[config.mk]
export PLATFORM = sky130hd
export DESIGN_NAME = scc_ctrl
export DESIGN_NICKNAME = d
export VERILOG_FILES = /design/src/hdl/scc_pkg.sv /design/src/hdl/scc_ctrl.sv
export SDC_FILE = /design/constraint.sdc
export NUM_CORES = 1
export LEC_CHECK = 0
export BUFFER_PORTS_ARGS = -buffer_cell sky130_fd_sc_hd__buf_2
export CAP_MARGIN = 20
export CORE_MARGIN = 2
export CORE_UTILIZATION = 49
export CTS_BUF_LIST = sky130_fd_sc_hd__clkbuf_16
export CTS_CLUSTER_SIZE = 8
export DETAILED_ROUTE_END_ITERATION = 16
export GPL_TIMING_DRIVEN = 1
export PLACE_DENSITY = 0.86
export SETUP_SLACK_MARGIN = 0.3
export SLEW_MARGIN = 20
export SYNTH_ARGS = -nofsm -noshare
export SYNTH_HDL_FRONTEND = slang
export SYNTH_SLANG_ARGS = --single-unit
[constraint.sdc]
create_clock -name clk -period 1.8 [get_ports clk]
set_input_delay 0.36 -clock clk [delete_from_list [all_inputs] [get_ports clk]]
set_output_delay 0.36 -clock clk [all_outputs]
set_load 0.01 [all_outputs]
[src/hdl/scc_pkg.sv]
package scc_pkg;

  // Sizes of the graph stores
  localparam int MAX_NODES  = 1024;
  localparam int MAX_EDGES  = 4096;
  localparam int MONEY_BITS = 16;

  localparam int NODE_W   = $clog2(MAX_NODES);
  localparam int CNT_W    = NODE_W + 1;
  localparam int EDGE_W   = $clog2(MAX_EDGES);
  localparam int EFILL_W  = EDGE_W + 1;
  localparam int TOTAL_W  = 26;
  localparam int FUNC_W   = 2;
  localparam int FIELD_W  = 11;
  localparam int AMOUNT_W = 16;
  localparam int CFG_IDX_W = 1;
  localparam int CFG_DAT_W = 11;

  // Item function codes
  localparam logic [FUNC_W-1:0] FN_ADD_EDGE  = 2'd0;
  localparam logic [FUNC_W-1:0] FN_SET_MONEY = 2'd1;
  localparam logic [FUNC_W-1:0] FN_MARK_STOP = 2'd2;
  localparam logic [FUNC_W-1:0] FN_RUN       = 2'd3;

  // Configuration register indexes
  localparam logic [CFG_IDX_W-1:0] CFG_NODE_COUNT = 1'b0;
  localparam logic [CFG_IDX_W-1:0] CFG_START_NODE = 1'b1;

  // Sequencer steps, also the datapath operation codes
  localparam int ST_W = 5;
  localparam logic [ST_W-1:0] ST_CLR     = 5'd0;
  localparam logic [ST_W-1:0] ST_IDLE    = 5'd1;
  localparam logic [ST_W-1:0] ST_RCLR    = 5'd2;
  localparam logic [ST_W-1:0] ST_R1_RD   = 5'd3;
  localparam logic [ST_W-1:0] ST_R1_CHK  = 5'd4;
  localparam logic [ST_W-1:0] ST_W_EDGE  = 5'd5;
  localparam logic [ST_W-1:0] ST_W_EDGE2 = 5'd6;
  localparam logic [ST_W-1:0] ST_W_VIS   = 5'd7;
  localparam logic [ST_W-1:0] ST_W_POP   = 5'd8;
  localparam logic [ST_W-1:0] ST_V2CLR   = 5'd9;
  localparam logic [ST_W-1:0] ST_R2_RD   = 5'd10;
  localparam logic [ST_W-1:0] ST_R2_T    = 5'd11;
  localparam logic [ST_W-1:0] ST_R2_CHK  = 5'd12;
  localparam logic [ST_W-1:0] ST_S_RD    = 5'd13;
  localparam logic [ST_W-1:0] ST_S_RD2   = 5'd14;
  localparam logic [ST_W-1:0] ST_S_WR    = 5'd15;
  localparam logic [ST_W-1:0] ST_E_RD    = 5'd16;
  localparam logic [ST_W-1:0] ST_E_RD2   = 5'd17;
  localparam logic [ST_W-1:0] ST_E_RD3   = 5'd18;
  localparam logic [ST_W-1:0] ST_E_WR    = 5'd19;
  localparam logic [ST_W-1:0] ST_D_RD    = 5'd20;
  localparam logic [ST_W-1:0] ST_D_CHK   = 5'd21;
  localparam logic [ST_W-1:0] ST_D_BEST  = 5'd22;
  localparam logic [ST_W-1:0] ST_D_FIN   = 5'd23;
  localparam logic [ST_W-1:0] ST_D_FIN2  = 5'd24;
  localparam logic [ST_W-1:0] ST_F_RD    = 5'd25;
  localparam logic [ST_W-1:0] ST_F_RD2   = 5'd26;
  localparam logic [ST_W-1:0] ST_DONE    = 5'd27;

  typedef struct packed {
    logic [ST_W-1:0] op;
    logic            second;
  } cmd_t;

  typedef struct packed {
    logic clr_last;
    logic vis;
    logic edge_more;
    logic edge_match;
    logic depth_one;
    logic u_last;
    logic i_zero;
    logic e_more;
    logic end_valid;
    logic dp_hit;
    logic g_zero;
    logic start_ok;
    logic out_busy;
    logic run_req;
  } status_t;

endpackage

[src/hdl/scc_ctrl.sv]
module scc_ctrl (
  input  logic             clk,
  input  logic             rst_n,
  input  scc_pkg::status_t sts,
  output scc_pkg::cmd_t    cmd,
  output logic             in_ready
);
  import scc_pkg::*;

  logic [ST_W-1:0] state_r, state_nxt;
  logic            second_r, second_nxt;

  // Next step of the run sequence
  always_comb begin
    state_nxt  = state_r;
    second_nxt = second_r;
    unique case (state_r)
      ST_CLR:     if (sts.clr_last) state_nxt = ST_IDLE;
      ST_IDLE:    if (sts.run_req) state_nxt = ST_RCLR;
      ST_RCLR: begin
        second_nxt = 1'b0;
        if (sts.clr_last) state_nxt = ST_R1_RD;
      end
      ST_R1_RD:   state_nxt = ST_R1_CHK;
      ST_R1_CHK: begin
        if (!sts.vis) state_nxt = ST_W_EDGE;
        else if (sts.u_last) state_nxt = ST_V2CLR;
        else state_nxt = ST_R1_RD;
      end
      ST_W_EDGE: begin
        if (sts.edge_more) state_nxt = ST_W_EDGE2;
        else if (!sts.depth_one) state_nxt = ST_W_POP;
        else if (second_r) state_nxt = sts.i_zero ? ST_S_RD : ST_R2_RD;
        else state_nxt = sts.u_last ? ST_V2CLR : ST_R1_RD;
      end
      ST_W_EDGE2: state_nxt = sts.edge_match ? ST_W_VIS : ST_W_EDGE;
      ST_W_VIS:   state_nxt = ST_W_EDGE;
      ST_W_POP:   state_nxt = ST_W_EDGE;
      ST_V2CLR: begin
        if (sts.clr_last) begin
          state_nxt  = ST_R2_RD;
          second_nxt = 1'b1;
        end
      end
      ST_R2_RD:   state_nxt = ST_R2_T;
      ST_R2_T:    state_nxt = ST_R2_CHK;
      ST_R2_CHK: begin
        if (!sts.vis) state_nxt = ST_W_EDGE;
        else state_nxt = sts.i_zero ? ST_S_RD : ST_R2_RD;
      end
      ST_S_RD:    state_nxt = ST_S_RD2;
      ST_S_RD2:   state_nxt = ST_S_WR;
      ST_S_WR:    state_nxt = sts.u_last ? ST_E_RD : ST_S_RD;
      ST_E_RD:    state_nxt = sts.e_more ? ST_E_RD2 : ST_D_RD;
      ST_E_RD2:   state_nxt = sts.end_valid ? ST_E_RD3 : ST_E_WR;
      ST_E_RD3:   state_nxt = ST_E_WR;
      ST_E_WR:    state_nxt = ST_E_RD;
      ST_D_RD:    state_nxt = sts.e_more ? ST_D_CHK : ST_D_FIN;
      ST_D_CHK:   state_nxt = sts.dp_hit ? ST_D_BEST : ST_D_RD;
      ST_D_BEST:  state_nxt = ST_D_RD;
      ST_D_FIN:   state_nxt = ST_D_FIN2;
      ST_D_FIN2:  state_nxt = sts.g_zero ? ST_F_RD : ST_D_RD;
      ST_F_RD:    state_nxt = sts.start_ok ? ST_F_RD2 : ST_DONE;
      ST_F_RD2:   state_nxt = ST_DONE;
      ST_DONE:    if (!sts.out_busy) state_nxt = ST_IDLE;
      default:    state_nxt = ST_IDLE;
    endcase
  end

  always_ff @(posedge clk) begin
    if (!rst_n) begin
      state_r  <= ST_CLR;
      second_r <= 1'b0;
    end else begin
      state_r  <= state_nxt;
      second_r <= second_nxt;
    end
  end

  assign cmd.op     = state_r;
  assign cmd.second = second_r;
  assign in_ready   = (state_r == ST_IDLE);

endmodule

==> metrics.md <==
| Metric | Value |
|---|---|
| Die W | 41.95 µm |
| Syn_nets | roughly 130 |
| DR pass1 iterations | 4 |
| Initial Utilization | 0.5356 |
| Slowest cell on the critical path | or4b_4 |
| Max stage delay on crit path | approximately 560 ps |
| Fmax | 592.2 MHz |
| Post-Layout Cell Count | 150 |
| Startpoint Class | register |
| Hold Path End | state_r[0] |
| Reg2reg end | state_r[1] |
| Bufs and invs on worst path | 1 |
| Worst Setup End Kind | output port |
| HP Start | rst_n |
| Cell Chain, Critical Path | or4b_4 > nor2_2 > buf_2 |
| Ant diodes | 0 |
| Leading area contributor after synthesis | dfxtp_1 |
| TritonCTS Buffers | 3 |
| Final Hold Fails | 0 |
| Clock Pin Slew Worst Setup and Hold Paths | 30 ps |
| Chip Height | roughly 42 µm |
| Leak Pwr | between 0.0003 and 0.0004 µW |
| Fin crit period | 1689 ps |
| Vias | between 900 and 1,000 |
| PwrDens | 678.6 mW/mm² |
| Placed Cells | 146 |
| Area Growth Syn to Fin | 31.91% |
| RSZ-0062 raised after global routing | true |
| Largest net degree at the start of global routing | 19 |
| Most numerous cell in the Yosys netlist | nor2_1 |
| Setup WS pre-CTS | 150.2 ps |
| WHS | 397.2 ps |
| CTS tree | built |
| Yosys warns | 0 |
| Fraction of registers with async set/reset | 0 |
| Die area | 0.001760 mm² |
| FF-to-FF setup slack | 180 ps |
| Largest delay contributor family on the critical path | simple AND/OR/NAND/NOR gates |
| CTS max path bufs | 2 |
| Crit Reg-Reg Startpoint | state_r[3] |
| Initial DRC count | 28 |
| Antenna violations before repair | 0 |
| Synth cell types | 38 |
| Worst r2r path cells | 6 |
| Via density per instance | 6.113 |
| CTS sink cnt | 6 |
| Final Max Slew Viols | 0 |
| Outcome | finished clean |
| Setup CP Type | reg -> out |
| Largest fanout on the critical path | 5 |
| HPWL after DPL | 1.526 mm |
| Synthesized flop and latch total | 6 |
| H-tree Lvls | 1 |
| Seq/Total Area, Yosys | 0.1702 |
| Worst hold path class | in -> reg |
| Final WL | 2.048 mm |
| Share of layout cells above drive strength 1 | 0.3037 |
| Clk_lat worst skew | 230 ps |
| Area share of the largest cell type after synthesis | 0.1702 |
| Total negative setup slack | 0 ps |
| Nets | 153 |
| CTS Root Buffer Type | clkbuf_16 |
| I/O Buffers | 22 |
| Number of synthesized flops with an enable pin | 0 |
| Req. time, crit path | 1440 ps |
| Worst hold stages | 3 |
| First-pass GRT wire length | 3.463 mm |
| Vias in the first global route | around 800 |
| Drc violations | 0 |
| Arr. time, crit path | 1330 ps |
| Drt wl/cell | 13.65 µm |
| Post-synthesis area per instance | 6.301 µm² |
| Area contributors post-synth | dfxtp_1 (17%), o21ai_0 (9.2%), nor2_1 (7.4%) |
| Tightest Pin Transition | 342.8 ps |
| Synth Flop Type | dfxtp_1 |
| GRT Total Usage | 0.2516 |
| GRT overflow | 0 |
| Period utilisation layout | 0.9381 |
| Synth Cell Area | ~700 µm² |
| Max_cap viols | 0 |
| # IOs | 23 |
| Post-DRT Antenna Nets | 0 |
| Setup ws final | 111.4 ps |
| Gpl congestion | 0.9185 |
| # rows | 13 |
| Hold_buf cts | 0 |
| Synth Instances | 112 |
| Core area | 0.001318 mm² |
| Clk_skew | approximately 2.1 ps |
| Max-slew headroom | 0.7694 |
| Final setup fails | 0 |
| Peak VDD IR | 0.3547 mV |
| Most frequent cells after synthesis | nor2_1 (14), o21ai_0 (13), nand2_1 (11) |
placed cells by master, fill, tap and decap left out, drive strengths merged, types with 2 or more instances in the layout:
cell    instances
or4b            2
mux2i           2
nor2b           4
a31oi           3
nor3b           3
dfxtp           6
nor2           14
inv             4
nand2b          3
nand2          11
a21oi           9
o21ai          14
nor3            5
nor4            2
buf            29
nand3           4
clkbuf          3
area by class of cell:
| class | count | area, µm² |
|---|---|---|
| clock buffer | 3 | 75.07 |
| fill | 118 | 386.6 |
| inverter | 4 | 15.01 |
| multi-input combinational | 93 | 534.3 |
| sequential | 6 | 125.1 |
| tap | 15 | 18.77 |
| timing repair buffer | 29 | 162.7 |
state kept, by name, indices dropped and copies added (netlist names):
name / flops
second_r: 1
state_r: 5
metal layers:
layer | vias to the layer above | global-route usage | routed length [µm] | share of wire
met5 | - | 0 | 0 | 0
met1 | 418 | 0.3089 | 875 | 0.43
met3 | 6 | 0.04348 | 123 | 0.060
met4 | 0 | 0.1419 | 56 | 0.027
li1 | 454 | - | - | -
met2 | 39 | 0.4094 | 992 | 0.48
worst register-to-register path, stage by stage (launching register included):
cell	delay, ps
dfxtp_2	320
buf_4	190
nand3_1	90
nor3_1	60
a211o_1	270
or4b_1	470
o21ai_1	130
stage by stage:
| stage | power (µW) | cell area (µm²) | util |
|---|---|---|---|
| 2_1_floorplan | 226.9 | 715.7 | - |
| 3_3_place_gp | 268.6 | 837.1 | 0.6353 |
| 3_5_place_dp | 270.5 | 837.1 | 0.6353 |
| 4_1_cts | 633.3 | 922.1 | 0.6999 |
| 5_1_grt | 659.6 | 930.9 | 0.7066 |
| 6_report | 631.7 | 930.9 | 0.7066 |
worst max-delay path by stage:
stage	depth (start not counted)	end	start	slack, ps
2_1_floorplan	6	state_r[1]	state_r[0]	250
5_1_grt	3	in_ready	state_r[4]	70
3_3_place_gp	6	state_r[1]	state_r[3]	210
6_report	3	in_ready	state_r[4]	110
4_1_cts	3	in_ready	state_r[3]	110
3_5_place_dp	6	state_r[1]	state_r[3]	150
kinds of logic after synthesis:
kind of cell,count (synthesis),share of synthesized area
DFF,6,0.1702
and+or+nand+nor,53,0.3830
xor gates and xnor gates,1,0.01241
muxes,2,0.02837
AOI/OAI and AO/OA,37,0.3174
buffers and inverters,13,0.08865
report_power, final:
part	leakage, µW	switching (µW)	internal [µW]
combinational	0.000307	71.5	57.9
clock	0.0000370	73.4	285
sequential	0.0000504	5.43	139
total	0.000394	150	481
repair_timing:
action,CTS,global route
resized for setup,2,5
setup buffers,1,0
pin swaps,5,0
setup endpoints to repair,5,5
Power figures use the tool's default switching activity.
